## src/design/mvlr_pkg.sv

```systemverilog
// ============================================================================
// mvlr_pkg
// Shared types and constants for the MIDI voice limiter and router.
// ============================================================================
`default_nettype none

package mvlr_pkg;

  // Default depth of the held-note list.
  localparam int unsigned MAX_HELD_DEFAULT = 16;

  // Depth of the command queue between the front and the back.
  localparam int unsigned QUEUE_DEPTH = 2;

  // Width of the voice limit register.
  localparam int unsigned LIMIT_W = 7;

  // Configuration port geometry.
  localparam int unsigned APB_ADDR_W = 4;
  localparam int unsigned APB_DATA_W = 32;
  localparam int unsigned REG_IDX_W  = 2;

  // Register indexes.
  localparam logic [REG_IDX_W-1:0] REG_ROUTE_MODE    = 2'd0;
  localparam logic [REG_IDX_W-1:0] REG_OUT_CHANNEL   = 2'd1;
  localparam logic [REG_IDX_W-1:0] REG_VOICE_LIMIT   = 2'd2;
  localparam logic [REG_IDX_W-1:0] REG_SYNTH_PRESENT = 2'd3;

  // Route modes. The unused code behaves as external only.
  localparam logic [1:0] ROUTE_INT  = 2'd0;
  localparam logic [1:0] ROUTE_BOTH = 2'd1;
  localparam logic [1:0] ROUTE_EXT  = 2'd2;

  // MIDI status constants.
  localparam logic [7:0] KIND_MASK     = 8'hF0;
  localparam logic [7:0] KIND_NOTE_ON  = 8'h90;
  localparam logic [7:0] KIND_NOTE_OFF = 8'h80;

  // One classified message, as passed from the front to the back.
  typedef struct packed {
    logic               ext_en;
    logic               int_en;
    logic               note_on;
    logic               note_off;
    logic [7:0]         ext_status;
    logic [7:0]         status;
    logic [6:0]         data_one;
    logic [6:0]         data_two;
    logic [LIMIT_W-1:0] limit;
  } cmd_t;

  // One emitted message.
  typedef struct packed {
    logic       to_external;
    logic [7:0] status;
    logic [6:0] data_one;
    logic [6:0] data_two;
    logic       last_of_run;
  } res_t;

  // Queue fill status.
  typedef struct packed {
    logic full;
    logic empty;
  } q_stat_t;

  // Back-end sequencer states.
  typedef enum logic [2:0] {
    ST_IDLE,
    ST_EXT,
    ST_SEARCH,
    ST_STEAL,
    ST_ORIG
  } back_state_e;

endpackage

`default_nettype wire

```

## src/design/mvlr_front.sv

```systemverilog
// ============================================================================
// mvlr_front
// Classifies an incoming message and builds the command for the back end.
// ============================================================================
`default_nettype none

module mvlr_front #(
  parameter int unsigned MAX_HELD = mvlr_pkg::MAX_HELD_DEFAULT
) (
  input  wire logic                        accept_i,
  input  wire logic [7:0]                  status_byte_i,
  input  wire logic [6:0]                  data_one_i,
  input  wire logic [6:0]                  data_two_i,
  input  wire logic [1:0]                  route_mode_i,
  input  wire logic [3:0]                  out_channel_i,
  input  wire logic [mvlr_pkg::LIMIT_W-1:0] voice_limit_i,
  input  wire logic                        synth_present_i,
  output logic                             push_o,
  output mvlr_pkg::cmd_t                   cmd_o
);

  localparam int unsigned LimW = mvlr_pkg::LIMIT_W;

  logic [7:0] kind;
  logic       ext_en;
  logic       int_en;

  assign kind   = status_byte_i & mvlr_pkg::KIND_MASK;
  assign ext_en = (route_mode_i != mvlr_pkg::ROUTE_INT);
  assign int_en = ((route_mode_i == mvlr_pkg::ROUTE_INT) ||
                   (route_mode_i == mvlr_pkg::ROUTE_BOTH)) && synth_present_i;

  // A message that produces no output at all is dropped here.
  assign push_o = accept_i && (ext_en || int_en);

  always_comb begin
    cmd_o            = '0;
    cmd_o.ext_en     = ext_en;
    cmd_o.int_en     = int_en;
    cmd_o.note_on    = (kind == mvlr_pkg::KIND_NOTE_ON) && (data_two_i != 7'd0);
    cmd_o.note_off   = (kind == mvlr_pkg::KIND_NOTE_OFF) ||
                       ((kind == mvlr_pkg::KIND_NOTE_ON) && (data_two_i == 7'd0));
    cmd_o.ext_status = kind | {4'h0, out_channel_i};
    cmd_o.status     = status_byte_i;
    cmd_o.data_one   = data_one_i;
    cmd_o.data_two   = data_two_i;
    cmd_o.limit      = (voice_limit_i > LimW'(MAX_HELD)) ? LimW'(MAX_HELD) : voice_limit_i;
  end

endmodule

`default_nettype wire

```

## src/design/mvlr_queue.sv

```systemverilog
// ============================================================================
// mvlr_queue
// Short command queue between the front and the back end.
// ============================================================================
`default_nettype none

module mvlr_queue (
  input  wire logic           clk_i,
  input  wire logic           rst_ni,
  input  wire logic           push_i,
  input  wire mvlr_pkg::cmd_t push_cmd_i,
  input  wire logic           pop_i,
  output mvlr_pkg::cmd_t      head_o,
  output mvlr_pkg::q_stat_t   stat_o
);

  localparam int unsigned Depth = mvlr_pkg::QUEUE_DEPTH;
  localparam int unsigned PtrW  = (Depth > 1) ? $clog2(Depth) : 1;
  localparam int unsigned CntW  = $clog2(Depth + 1);

  mvlr_pkg::cmd_t  entries_q [Depth];
  logic [PtrW-1:0] wr_ptr_q, wr_ptr_d;
  logic [PtrW-1:0] rd_ptr_q, rd_ptr_d;
  logic [CntW-1:0] count_q,  count_d;
  logic            do_push;
  logic            do_pop;

  assign stat_o.full  = (count_q == CntW'(Depth));
  assign stat_o.empty = (count_q == '0);
  assign do_push      = push_i && !stat_o.full;
  assign do_pop       = pop_i && !stat_o.empty;
  assign head_o       = entries_q[rd_ptr_q];

  always_comb begin
    wr_ptr_d = wr_ptr_q;
    rd_ptr_d = rd_ptr_q;
    count_d  = count_q;
    if (do_push) begin
      wr_ptr_d = (wr_ptr_q == PtrW'(Depth - 1)) ? '0 : wr_ptr_q + 1'b1;
    end
    if (do_pop) begin
      rd_ptr_d = (rd_ptr_q == PtrW'(Depth - 1)) ? '0 : rd_ptr_q + 1'b1;
    end
    if (do_push && !do_pop) begin
      count_d = count_q + 1'b1;
    end else if (do_pop && !do_push) begin
      count_d = count_q - 1'b1;
    end
  end

  always_ff @(posedge clk_i or negedge rst_ni) begin
    if (!rst_ni) begin
      wr_ptr_q <= '0;
      rd_ptr_q <= '0;
      count_q  <= '0;
    end else begin
      wr_ptr_q <= wr_ptr_d;
      rd_ptr_q <= rd_ptr_d;
      count_q  <= count_d;
    end
  end

  always_ff @(posedge clk_i) begin
    if (do_push) begin
      entries_q[wr_ptr_q] <= push_cmd_i;
    end
  end

endmodule

`default_nettype wire

```

## src/design/mvlr_back.sv

```systemverilog
// ============================================================================
// mvlr_back
// Executes commands: keeps the held-note list, steals voices, emits results.
// ============================================================================
`default_nettype none

module mvlr_back #(
  parameter int unsigned MAX_HELD = mvlr_pkg::MAX_HELD_DEFAULT
) (
  input  wire logic              clk_i,
  input  wire logic              rst_ni,
  input  wire mvlr_pkg::cmd_t    head_i,
  input  wire mvlr_pkg::q_stat_t q_stat_i,
  output logic                   pop_o,
  output logic                   res_valid_o,
  output mvlr_pkg::res_t         res_o
);

  localparam int unsigned IdxW = (MAX_HELD > 1) ? $clog2(MAX_HELD) : 1;
  localparam int unsigned CntW = $clog2(MAX_HELD + 1);
  localparam int unsigned LimW = mvlr_pkg::LIMIT_W;

  mvlr_pkg::back_state_e state_q, state_d;
  mvlr_pkg::cmd_t        cmd_q, cmd_d;
  mvlr_pkg::res_t        res_q, res_d;
  logic                  res_valid_q, res_valid_d;
  logic [CntW-1:0]       idx_q, idx_d;
  logic [CntW-1:0]       count_q, count_d;
  logic [6:0]            held_q [MAX_HELD];

  logic                  shift_en;
  logic [CntW-1:0]       shift_from;
  logic                  append;
  logic                  in_range;
  logic                  hit;
  logic                  steal;
  logic [6:0]            held_at_idx;

  assign held_at_idx = held_q[idx_q[IdxW-1:0]];
  assign in_range    = (idx_q < count_q);
  assign hit         = in_range && (held_at_idx == cmd_q.data_one);
  assign steal       = (cmd_q.limit != '0) && (LimW'(count_q) >= cmd_q.limit);

  // Next state.
  always_comb begin
    state_d = state_q;
    case (state_q)
      mvlr_pkg::ST_IDLE: begin
        if (!q_stat_i.empty) begin
          if (head_i.ext_en) begin
            state_d = mvlr_pkg::ST_EXT;
          end else if (head_i.note_on || head_i.note_off) begin
            state_d = mvlr_pkg::ST_SEARCH;
          end else begin
            state_d = mvlr_pkg::ST_ORIG;
          end
        end
      end
      mvlr_pkg::ST_EXT: begin
        if (!cmd_q.int_en) begin
          state_d = mvlr_pkg::ST_IDLE;
        end else if (cmd_q.note_on || cmd_q.note_off) begin
          state_d = mvlr_pkg::ST_SEARCH;
        end else begin
          state_d = mvlr_pkg::ST_ORIG;
        end
      end
      mvlr_pkg::ST_SEARCH: begin
        if (hit || !in_range) begin
          state_d = cmd_q.note_on ? mvlr_pkg::ST_STEAL : mvlr_pkg::ST_ORIG;
        end
      end
      mvlr_pkg::ST_STEAL: begin
        if (!steal) begin
          state_d = mvlr_pkg::ST_ORIG;
        end
      end
      mvlr_pkg::ST_ORIG: begin
        state_d = mvlr_pkg::ST_IDLE;
      end
      default: begin
        state_d = mvlr_pkg::ST_IDLE;
      end
    endcase
  end

  // Datapath controls and results.
  always_comb begin
    pop_o       = 1'b0;
    cmd_d       = cmd_q;
    idx_d       = idx_q;
    count_d     = count_q;
    res_d       = res_q;
    res_valid_d = 1'b0;
    shift_en    = 1'b0;
    shift_from  = '0;
    append      = 1'b0;
    case (state_q)
      mvlr_pkg::ST_IDLE: begin
        if (!q_stat_i.empty) begin
          pop_o = 1'b1;
          cmd_d = head_i;
          idx_d = '0;
        end
      end
      mvlr_pkg::ST_EXT: begin
        res_valid_d       = 1'b1;
        res_d.to_external = 1'b1;
        res_d.status      = cmd_q.ext_status;
        res_d.data_one    = cmd_q.data_one;
        res_d.data_two    = cmd_q.data_two;
        res_d.last_of_run = !cmd_q.int_en;
      end
      mvlr_pkg::ST_SEARCH: begin
        if (hit) begin
          shift_en   = 1'b1;
          shift_from = idx_q;
          count_d    = count_q - 1'b1;
        end else if (in_range) begin
          idx_d = idx_q + 1'b1;
        end
      end
      mvlr_pkg::ST_STEAL: begin
        if (steal) begin
          // The oldest note sits at the head of the list.
          res_valid_d       = 1'b1;
          res_d.to_external = 1'b0;
          res_d.status      = mvlr_pkg::KIND_NOTE_OFF;
          res_d.data_one    = held_q[0];
          res_d.data_two    = 7'd0;
          res_d.last_of_run = 1'b0;
          shift_en          = 1'b1;
          count_d           = count_q - 1'b1;
        end else if (count_q < CntW'(MAX_HELD)) begin
          append  = 1'b1;
          count_d = count_q + 1'b1;
        end
      end
      mvlr_pkg::ST_ORIG: begin
        res_valid_d       = 1'b1;
        res_d.to_external = 1'b0;
        res_d.status      = cmd_q.status;
        res_d.data_one    = cmd_q.data_one;
        res_d.data_two    = cmd_q.data_two;
        res_d.last_of_run = 1'b1;
      end
      default: begin
        res_valid_d = 1'b0;
      end
    endcase
  end

  always_ff @(posedge clk_i or negedge rst_ni) begin
    if (!rst_ni) begin
      state_q     <= mvlr_pkg::ST_IDLE;
      count_q     <= '0;
      idx_q       <= '0;
      res_valid_q <= 1'b0;
    end else begin
      state_q     <= state_d;
      count_q     <= count_d;
      idx_q       <= idx_d;
      res_valid_q <= res_valid_d;
    end
  end

  always_ff @(posedge clk_i) begin
    cmd_q <= cmd_d;
    res_q <= res_d;
  end

  // Each list entry below the last takes its upper neighbor when the list
  // closes a gap; any entry takes the new note when it is the first free entry.
  for (genvar j = 0; j < MAX_HELD; j++) begin : g_held
    if (j < MAX_HELD - 1) begin : g_shift
      always_ff @(posedge clk_i) begin
        if (shift_en && (CntW'(j) >= shift_from)) begin
          held_q[j] <= held_q[j + 1];
        end else if (append && (count_q[IdxW-1:0] == IdxW'(j))) begin
          held_q[j] <= cmd_q.data_one;
        end
      end
    end else begin : g_tail
      always_ff @(posedge clk_i) begin
        if (append && (count_q[IdxW-1:0] == IdxW'(j))) begin
          held_q[j] <= cmd_q.data_one;
        end
      end
    end
  end

  assign res_valid_o = res_valid_q;
  assign res_o       = res_q;

endmodule

`default_nettype wire

```

## src/design/midi_voice_limiter_router_top.sv

```systemverilog
// ============================================================================
// midi_voice_limiter_router_top
// MIDI router with an oldest-first held-note list and voice stealing.
// ============================================================================
//
//   Channel   Direction  Handshake                         Payload
//   -------   ---------  --------------------------------  ----------------------
//   message   in         start high while busy low         status/data_one/two
//   result    out        result_valid_o, one cycle each    to_external..last_of_run
//   config    in/out     APB write: psel&penable&pwrite     paddr, pwdata, prdata
//
// A message leaves the queue; the back end then emits the external copy,
// scans the held-note list for the note, steals voices, appends the new
// note and emits the internal copy, each step only where the command needs
// it. The serial scan of the held-note list and the one-voice-per-cycle
// stealing set how long a message takes.
// The front takes a new message while the back still works, until the
// two-entry command queue is full; busy then stays high.
// Reset is asynchronous and active low; it empties the list and the queue
// and restores the register defaults. The held-note entries themselves are
// not cleared: only entries below the fill count are ever read.
// Results cannot be stalled by the receiver: each one is valid for exactly
// one cycle and must be taken then.
// ============================================================================
`default_nettype none

module midi_voice_limiter_router_top #(
  parameter int unsigned MAX_HELD = mvlr_pkg::MAX_HELD_DEFAULT
) (
  input  wire logic                            clk_i,
  input  wire logic                            rst_ni,
  // Configuration port.
  input  wire logic                            psel,
  input  wire logic                            penable,
  input  wire logic                            pwrite,
  input  wire logic [mvlr_pkg::APB_ADDR_W-1:0] paddr,
  input  wire logic [mvlr_pkg::APB_DATA_W-1:0] pwdata,
  output logic      [mvlr_pkg::APB_DATA_W-1:0] prdata,
  output logic                                 pready,
  // Message input.
  input  wire logic                            start,
  output logic                                 busy,
  input  wire logic [7:0]                      status_byte_i,
  input  wire logic [6:0]                      data_one_i,
  input  wire logic [6:0]                      data_two_i,
  // Result output.
  output logic                                 result_valid_o,
  output logic                                 to_external_o,
  output logic      [7:0]                      status_out_o,
  output logic      [6:0]                      data_one_out_o,
  output logic      [6:0]                      data_two_out_o,
  output logic                                 last_of_run_o
);

  localparam int unsigned LimW  = mvlr_pkg::LIMIT_W;
  localparam int unsigned DataW = mvlr_pkg::APB_DATA_W;

  // Configuration registers.
  logic [1:0]      route_mode_q,    route_mode_d;
  logic [3:0]      out_channel_q,   out_channel_d;
  logic [LimW-1:0] voice_limit_q,   voice_limit_d;
  logic            synth_present_q, synth_present_d;

  logic                           cfg_write;
  logic [mvlr_pkg::REG_IDX_W-1:0] reg_idx;

  logic              accept;
  logic              push;
  logic              pop;
  mvlr_pkg::cmd_t    push_cmd;
  mvlr_pkg::cmd_t    head_cmd;
  mvlr_pkg::q_stat_t q_stat;
  logic              res_valid;
  mvlr_pkg::res_t    res;

  // --------------------------------------------------------------------------
  // Register access. The port never inserts wait states; registers are decoded
  // on the word index, so every address in the window maps onto one of them.
  // --------------------------------------------------------------------------
  assign pready    = 1'b1;
  assign cfg_write = psel && penable && pwrite && pready;
  assign reg_idx   = paddr[mvlr_pkg::REG_IDX_W+1:2];

  always_comb begin
    route_mode_d    = route_mode_q;
    out_channel_d   = out_channel_q;
    voice_limit_d   = voice_limit_q;
    synth_present_d = synth_present_q;
    if (cfg_write) begin
      case (reg_idx)
        mvlr_pkg::REG_ROUTE_MODE:    route_mode_d    = pwdata[1:0];
        mvlr_pkg::REG_OUT_CHANNEL:   out_channel_d   = pwdata[3:0];
        mvlr_pkg::REG_VOICE_LIMIT:   voice_limit_d   = pwdata[LimW-1:0];
        mvlr_pkg::REG_SYNTH_PRESENT: synth_present_d = pwdata[0];
        default: begin
          route_mode_d = route_mode_q;
        end
      endcase
    end
  end

  always_comb begin
    case (reg_idx)
      mvlr_pkg::REG_ROUTE_MODE:    prdata = DataW'(route_mode_q);
      mvlr_pkg::REG_OUT_CHANNEL:   prdata = DataW'(out_channel_q);
      mvlr_pkg::REG_VOICE_LIMIT:   prdata = DataW'(voice_limit_q);
      mvlr_pkg::REG_SYNTH_PRESENT: prdata = DataW'(synth_present_q);
      default:                     prdata = '0;
    endcase
  end

  always_ff @(posedge clk_i or negedge rst_ni) begin
    if (!rst_ni) begin
      route_mode_q    <= mvlr_pkg::ROUTE_INT;
      out_channel_q   <= '0;
      voice_limit_q   <= '0;
      synth_present_q <= 1'b1;
    end else begin
      route_mode_q    <= route_mode_d;
      out_channel_q   <= out_channel_d;
      voice_limit_q   <= voice_limit_d;
      synth_present_q <= synth_present_d;
    end
  end

  // --------------------------------------------------------------------------
  // Front: a transaction is accepted whenever the queue has room. Messages
  // that would produce nothing are accepted and then dropped by the front.
  // --------------------------------------------------------------------------
  assign busy   = q_stat.full;
  assign accept = start && !busy;

  mvlr_front #(
    .MAX_HELD (MAX_HELD)
  ) u_front (
    .accept_i        (accept),
    .status_byte_i   (status_byte_i),
    .data_one_i      (data_one_i),
    .data_two_i      (data_two_i),
    .route_mode_i    (route_mode_q),
    .out_channel_i   (out_channel_q),
    .voice_limit_i   (voice_limit_q),
    .synth_present_i (synth_present_q),
    .push_o          (push),
    .cmd_o           (push_cmd)
  );

  mvlr_queue u_queue (
    .clk_i      (clk_i),
    .rst_ni     (rst_ni),
    .push_i     (push),
    .push_cmd_i (push_cmd),
    .pop_i      (pop),
    .head_o     (head_cmd),
    .stat_o     (q_stat)
  );

  // --------------------------------------------------------------------------
  // Back: walks the held-note list and emits the results of one command.
  // --------------------------------------------------------------------------
  mvlr_back #(
    .MAX_HELD (MAX_HELD)
  ) u_back (
    .clk_i       (clk_i),
    .rst_ni      (rst_ni),
    .head_i      (head_cmd),
    .q_stat_i    (q_stat),
    .pop_o       (pop),
    .res_valid_o (res_valid),
    .res_o       (res)
  );

  assign result_valid_o = res_valid;
  assign to_external_o  = res.to_external;
  assign status_out_o   = res.status;
  assign data_one_out_o = res.data_one;
  assign data_two_out_o = res.data_two;
  assign last_of_run_o  = res.last_of_run && res_valid;

  // --------------------------------------------------------------------------
  // Checks.
  // --------------------------------------------------------------------------

  // The queue can never report itself full and empty at once.
  a_queue_consistent: assert property (
    @(posedge clk_i) disable iff (!rst_ni)
    !(q_stat.full && q_stat.empty)
  ) else $error("command queue reports full and empty together");

  // Every internal result that is not the last of its run is a stolen voice.
  a_steal_form: assert property (
    @(posedge clk_i) disable iff (!rst_ni)
    (result_valid_o && !to_external_o && !last_of_run_o) |->
      (status_out_o == mvlr_pkg::KIND_NOTE_OFF) && (data_two_out_o == 7'd0)
  ) else $error("non-final internal result is not a stolen note-off");

  // The back end only takes a command that the queue actually holds.
  a_pop_nonempty: assert property (
    @(posedge clk_i) disable iff (!rst_ni)
    pop |-> !q_stat.empty
  ) else $error("command taken from an empty queue");

endmodule

`default_nettype wire

```

## config.mk

```make
export PLATFORM = sky130hd
export DESIGN_NAME = midi_voice_limiter_router_top
export DESIGN_NICKNAME = d
export VERILOG_FILES = /design/src/design/mvlr_pkg.sv /design/src/design/mvlr_front.sv /design/src/design/mvlr_queue.sv /design/src/design/mvlr_back.sv /design/src/design/midi_voice_limiter_router_top.sv
export SDC_FILE = /design/constraint.sdc
export NUM_CORES = 1
export LEC_CHECK = 0
export BUFFER_PORTS_ARGS = -buffer_cell sky130_fd_sc_hd__buf_2
export CORE_MARGIN = 5
export CORE_UTILIZATION = 50
export DETAILED_ROUTE_END_ITERATION = 7
export PLACE_DENSITY_LB_ADDON = 0.15
export SLEW_MARGIN = 20
export SYNTH_ARGS = -nofsm -noshare
export SYNTH_HDL_FRONTEND = slang
export SYNTH_SLANG_ARGS = --single-unit
```

## constraint.sdc

```tcl
create_clock -name clk_i -period 11.4 [get_ports clk_i]
set_input_delay 0.57 -clock clk_i [delete_from_list [all_inputs] [get_ports clk_i]]
set_output_delay 0.57 -clock clk_i [all_outputs]
set_load 0.01 [all_outputs]
```

======== Word-level counts from Yosys, hierarchy flattened ========
Memory sizes are Yosys's and may differ from the RTL's.
Cells that the tools add are included.
cells by class
  order comparisons ....................... 19
  eq/ne operators ......................... 35
  $add $sub $neg .......................... 7
  reduce and logical (&&, ||, !) cells .... 81
  bitwise logic cells ..................... 17
  muxes and demuxes ....................... 133
operators by type and width
  operator                                                                             count
  32-bit one-hot mux with 4 select lines                                               1
  7-bit 2-to-1 mux                                                                     17
  1-bit 2-to-1 mux                                                                     89
  24-bit one-hot mux with 3 select lines                                               1
  1-bit logical AND                                                                    45
  4-bit == test (second input constant)                                                10
  5-bit 2-to-1 mux                                                                     8
  4-bit by 5-bit greater-or-equal comparator with 1-bit output (first input constant)  7
  24-bit 2-to-1 mux                                                                    1
  3-bit 2-to-1 mux                                                                     8
  3-bit by 5-bit greater-or-equal comparator with 1-bit output (first input constant)  4
  5-bit one-hot mux with 2 select lines                                                2
  4-bit by 3-bit == test with 1-bit output (second input constant)                     4
  1-bit bitwise OR                                                                     15
  7-bit nonzero test                                                                   2
  3-bit one-hot mux with 4 select lines                                                1
  2-bit AND reduction                                                                  6
  5-bit by 1-bit adder with 5-bit output (second input constant)                       2
  1-bit by 5-bit greater-or-equal comparator with 1-bit output (first input constant)  2
  2-bit by 5-bit greater-or-equal comparator with 1-bit output (first input constant)  2
  4-bit by 2-bit == test with 1-bit output (second input constant)                     2
  2-bit by 1-bit != test with 1-bit output (second input constant)                     4
  8-bit by 4-bit bitwise OR with 8-bit output                                          1
  2-bit nonzero test                                                                   4
  other kinds (32)                                                                     54
storage, ports and cells
  flip-flop bits (word level) ............. 96
  word-level logic and storage cells ...... 318
  memories kept ........................... 2
  memory bits (writable) .................. 194
  bits of input ports ..................... 64
  output and inout port bits .............. 59
memories
  memory             depth  width  read ports  clocked after Yosys merged registers in  wr ports  RTL line          source
  u_back.held_q      16     7      17          0                                        15        mvlr_back.sv:29   logic [6:0] held_q [MAX_HELD];
  u_queue.entries_q  2      41     1           0                                        1         mvlr_queue.sv:21  mvlr_pkg::cmd_t entries_q [Depth];

======== Logic depth before layout (Yosys ltp) ========
An unclocked memory read counts as a cell.
  depth in word-level cells ............... 11
  gate-level depth with buffers ........... 12
  mapped depth without buffers ............ 10

======== Modules after synthesis ========
A second synthesis with hierarchy kept.
unflattened totals
  cells, all modules ...................... 954
  area total of the unflattened synthesis .. 14199.9 sq um
by module, submodules not included
  module                         times used  sequential area each (sq um)  cells each  area an instance (sq um)
  mvlr_back                      1           5635.4                        682         9593.0
  mvlr_queue                     1           2562.5                        147         3358.2
  midi_voice_limiter_router_top  1           351.6                         76          889.6
  mvlr_front                     1           0.0                           49          359.1

======== Least setup slack after synthesis ========
Ideal clock, no wire load.
  kind .................................... flip-flop to flip-flop
  start point ............................. register u_back.count_q[0]
  end point ............................... register u_back.res_q, in the netlist u_back.res_o[0] (enable)
  period minus slack after synthesis ...... 3798 ps
  cell stages (with the launch flop) ...... 10
  path buffers ............................ 0
  setup slack ............................. 7602 ps
  data arrival time ....................... 3356 ps
  required time ........................... 10958 ps
  library setup time ...................... 442 ps
  cell sequence ........................... dfrtp_1 -> inv_1 -> ha_1 -> nand2b_1 -> a21oi_1 -> o21ai_0 -> a21oi_1 -> nor2_1 -> nor2b_1 -> o31ai_1
between the ends
  longest elaborated chain between the ends .. 4
RTL lines
  what                                                          RTL line          source
  from (decl)                                                   mvlr_back.sv:28   logic [CntW-1:0] count_q, count_d;
  from (signal assigned)                                        mvlr_back.sv:161  count_q <= count_d;
  5-bit by 7-bit greater-or-equal comparator with 1-bit output  mvlr_back.sv:42   assign steal = (cmd_q.limit != '0) && (LimW'(count_q) >= cmd_q.limit);
  1-bit logical AND                                             mvlr_back.sv:42
  2-bit by 1-bit != test with 1-bit output (no line)            n/a
  2-bit AND reduction (no line)                                 n/a
  to (signal assigned)                                          mvlr_back.sv:169  res_q <= res_d;
  to (decl)                                                     mvlr_back.sv:25   mvlr_pkg::res_t res_q, res_d;
No other way between the ends.
A chain may end at the register's enable or synchronous reset.

==> results.txt <==
Setup total negative slack on the finished layout was measured at 0 ns. The number of DRC violations after detailed routing came out at 0. The clock sink count came out at 278.

The worst reg2reg path depth came out at 8. The maximum resistive drop on vdd is roughly 0.00015 V. The maximum number of pins on one net before global-route repair is 38. Dividing the final minimum period by the clock period gives 0.417. The number of max-slew violations in the final report came out at 0. The worst min-delay path class is input pin to async pin. In this run the number of H-tree levels came out at 1.

After the last flow step, the layout net total stands at between 1k and 1.5k. Yosys instantiated no cell more often than sky130_fd_sc_hd__edfxtp_1. The most used flip-flop cell after synthesis is sky130_fd_sc_hd__edfxtp_1. The number of DRC violations after detailed-routing iteration 0 is roughly 640.

The power density of the placed cells is 231 nW/µm². For the pin with the worst max-slew slack, the measured transition is between 1 and 1.5 ns. The area overhead of the layout relative to synthesis came out at 10.5%. The overall power of the completed layout came out at between 3 and 4 mW.

The share of flip-flops with an asynchronous set or reset came out at 0.115. The width of the die came out at between 150 and 200 µm. The max-cap violation count is 0.

Setup repair after global routing left no endpoint under its margin. The site row count is between 50 and 60. The time the worst path needs with I/O delays and setup is 4.76 ns. The worst flop-to-flop path startpoint is u_back.idx_q[0].

The last weighted congestion value of the routability-driven placer is ~0.8. TritonCTS built the clock tree. The data required time at the worst endpoint came out at roughly 12 ns. The setup path with the least slack is of type flop to flop. For the worst-skew pair, the clock arrives at the later sink with an insertion delay of between 0.5 and 0.6 ns. Setup violations remaining at the end of the flow were counted as 0.

For this configuration, the core starts out at a cell density of 0.509. The sort of element at the end of the critical path is a flop. Gates resized during post-CTS repair numbered 0. By area the synthesized netlist is led by sky130_fd_sc_hd__edfxtp_1, sky130_fd_sc_hd__mux2_2, sky130_fd_sc_hd__dfrtp_1, sky130_fd_sc_hd__mux4_2, sky130_fd_sc_hd__buf_4.

The leakage component of the power is around 5.3 nW. The floorplan die area came out at approximately 30,000 µm². The wire-length estimate of the detail-placed layout is approximately 18,000 µm. The area share of the largest cell type after synthesis is 0.557. The setup slack on the worst flop-to-flop path came out at about 6.6 ns.

The count of buffers added on input and output ports is slightly below 70. The warning count from the yosys run is 0. The via count came out at 7,320. The post-CTS clock slew at the launch and capture registers of the worst setup and hold paths is about 0.060 ns. For this run, the total global-route usage over all layers was measured as 0.177.

The mean number of vias per cell is about 5.7. In this run, CTS created clock tree buffers numbering 30. The smallest hold slack came out at between 0.1 and 0.15 ns. The number of iterations in the first detailed-routing pass came out at 5. The fraction of final layout cells with drive strength greater than 1 came out at 0.341. The root buffer cell chosen for the clock tree is sky130_fd_sc_hd__clkbuf_16. In this run the critical register-to-register path is captured at u_back.held_q[9][2]. The number of antenna diodes in the final layout is 0.

The number of buffers inserted by post-CTS setup repair is 0. The die is roughly 170 µm tall. The via count of the first global-routing pass came out at ~7k.

The synthesized design contains 278 register bits. The largest fanout on the critical path came out at 27. The area of the mapped netlist is around 13,000 µm². The final number of hold-violating endpoints is 0. For this run, the register share of the synthesized area comes to 0.617. Summed over all layers, the global routing overflow is 0. The run finished with clean final reports. The remaining number of nets flagged by the antenna check after routing came out at 0. The area of the placeable core is 26,100 µm². In the post-route analysis, the smallest setup slack over all paths is 6.64 ns. The instance area at placement is around 14,000 µm². Of all cell types, the one taking the most synthesized area is sky130_fd_sc_hd__edfxtp_1. The number of placed I/O pins came out at roughly 120. The wire length per cell after detailed routing came out at around 21 µm.

The largest clock skew in the final design came out at slightly below 0.01 ns. The number of hold buffers added after cts is 0. The number of distinct library cells after synthesis is 65.

The finished cells cover roughly 15,000 µm². After technology mapping, the gate count stands at between 800 and 900. The first global-routing pass estimated around 42,000 µm of wire. The fmax came out at ~210 MHz. The number of synthesized flops with an enable pin is roughly 250. OpenSTA, run right after detailed placement, puts the worst setup slack at about 6.6 ns.

At the worst endpoint, the arrival time is about 4.9 ns. No sink is reached through more buffers than the 3 on the longest clock path. The final layout contains routed wiring with a total length of 27,100 µm. The relative max-transition margin came out at 0.327. Sorting the synthesized cells by how often they occur yields sky130_fd_sc_hd__edfxtp_1, sky130_fd_sc_hd__mux2_2, sky130_fd_sc_hd__buf_4. STA classifies the critical path startpoint as a flop. The average cell area after synthesis came out at approximately 15 µm². The number of antenna violations at the first check in global routing came out at 0. The count of fill cells added during filler insertion came out at about 2.1k.
[state kept, by name (all words and copies together) (netlist names), 2 cells and up]
name               cells
u_back.cmd_q          36
out_channel_q          4
u_back.count_q         5
u_queue.entries_q     74
u_back.held_q        112
u_back.idx_q           5
u_back.state_q         3
route_mode_q           2
voice_limit_q          7
u_back.res_o          24
u_queue.count_q        2
[where the power goes]
part | internal (mW) | switching, mW
clock network | 0.599 | 0.385
logic | 0.365 | 0.471
registers | 1.38 | 0.183
[stage by stage]
| step | util | std cells |
|---|---|---|
| floorplan | - | 915 |
| global placement | 0.524 | 1231 |
| detailed placement | 0.524 | 1231 |
| CTS | 0.563 | 1287 |
| global route | 0.563 | 1287 |
| finish | 0.563 | 1287 |
[metal layers]
layer  GRT usage  up-vias  share of wire  wire (µm)
li1            -     3406              -          -
met1       0.261     3621           0.45      12100
met2       0.279      245           0.47      12700
met3      0.0303       48          0.065       1770
met4      0.0387        0          0.021        573
met5           0        -              0          0
[area by class of cell]
type | instances | area, µm² | share of cell area
sequential | 278 | 8190 | 0.559
tap | 335 | 419 | 0.0286
clock buffer | 40 | 830 | 0.0566
timing repair buffer | 78 | 413 | 0.0282
multi-input combinational | 521 | 4560 | 0.311
inverter | 19 | 71.3 | 0.00486
clock inverter | 16 | 179 | 0.0122
[cells in the final DEF (no fill, tap or decap), types with 5 or more instances in the layout]
master,count
sky130_fd_sc_hd__edfxtp_1,246
sky130_fd_sc_hd__mux2_2,162
sky130_fd_sc_hd__buf_2,69
sky130_fd_sc_hd__mux2i_1,32
sky130_fd_sc_hd__clkbuf_16,31
sky130_fd_sc_hd__conb_1,30
sky130_fd_sc_hd__dfrtp_1,30
sky130_fd_sc_hd__nor2_1,29
sky130_fd_sc_hd__nand2_1,28
sky130_fd_sc_hd__and2_1,22
sky130_fd_sc_hd__a21oi_1,20
sky130_fd_sc_hd__inv_1,19
sky130_fd_sc_hd__mux4_2,19
sky130_fd_sc_hd__ha_1,16
sky130_fd_sc_hd__nor2b_1,15
sky130_fd_sc_hd__nand3_1,10
sky130_fd_sc_hd__o21ai_0,9
sky130_fd_sc_hd__o211ai_1,9
sky130_fd_sc_hd__nand4_1,9
sky130_fd_sc_hd__xnor2_1,9
sky130_fd_sc_hd__buf_4,9
sky130_fd_sc_hd__nor3_1,8
sky130_fd_sc_hd__a22oi_1,8
sky130_fd_sc_hd__clkinv_2,8
sky130_fd_sc_hd__and3_1,7
sky130_fd_sc_hd__clkbuf_1,7
sky130_fd_sc_hd__nand2b_1,6
sky130_fd_sc_hd__o21ai_1,5
sky130_fd_sc_hd__o22ai_1,5
sky130_fd_sc_hd__xor2_1,5
sky130_fd_sc_hd__a21o_1,5
[how the worst max path moves through the flow]
stage	cells after the start	to	from	slack, ns
3_3_place_gp	8	u_back.held_q[10][4]	u_back.idx_q[0]	6.66
5_1_grt	8	u_back.held_q[9][5]	u_back.idx_q[0]	6.30
4_1_cts	8	u_back.held_q[9][5]	u_back.idx_q[0]	6.64
6_report	8	u_back.held_q[9][2]	u_back.idx_q[0]	6.64
2_1_floorplan	9	u_back.res_o[0]	u_back.count_q[0]	7.60
3_5_place_dp	8	u_back.held_q[9][3]	u_back.idx_q[0]	6.65
[critical path: stages (launching register included)]
cell,delay (ns)
sky130_fd_sc_hd__dfrtp_2,0.82
sky130_fd_sc_hd__buf_4,0.51
sky130_fd_sc_hd__mux4_2,0.61
sky130_fd_sc_hd__a221oi_2,0.30
sky130_fd_sc_hd__xor2_1,0.20
sky130_fd_sc_hd__o2111ai_2,0.30
sky130_fd_sc_hd__nor3b_4,0.39
sky130_fd_sc_hd__nand2b_1,0.32
sky130_fd_sc_hd__o211ai_1,0.90
[logic make-up (layout without fill, tap and decap cells)]
group | count (synthesis) | in the layout | synth area share
xor+xnor | 14 | 14 | 0.00924
compound gates | 92 | 92 | 0.0515
buf+inv | 116 | 153 | 0.0488
simple gates | 156 | 156 | 0.0635
flops | 278 | 278 | 0.617
mux | 213 | 213 | 0.194
other cells | 2 | 30 | 0.000566
fa+ha+maj | 16 | 16 | 0.0151
(Power assumes the default switching activity.)
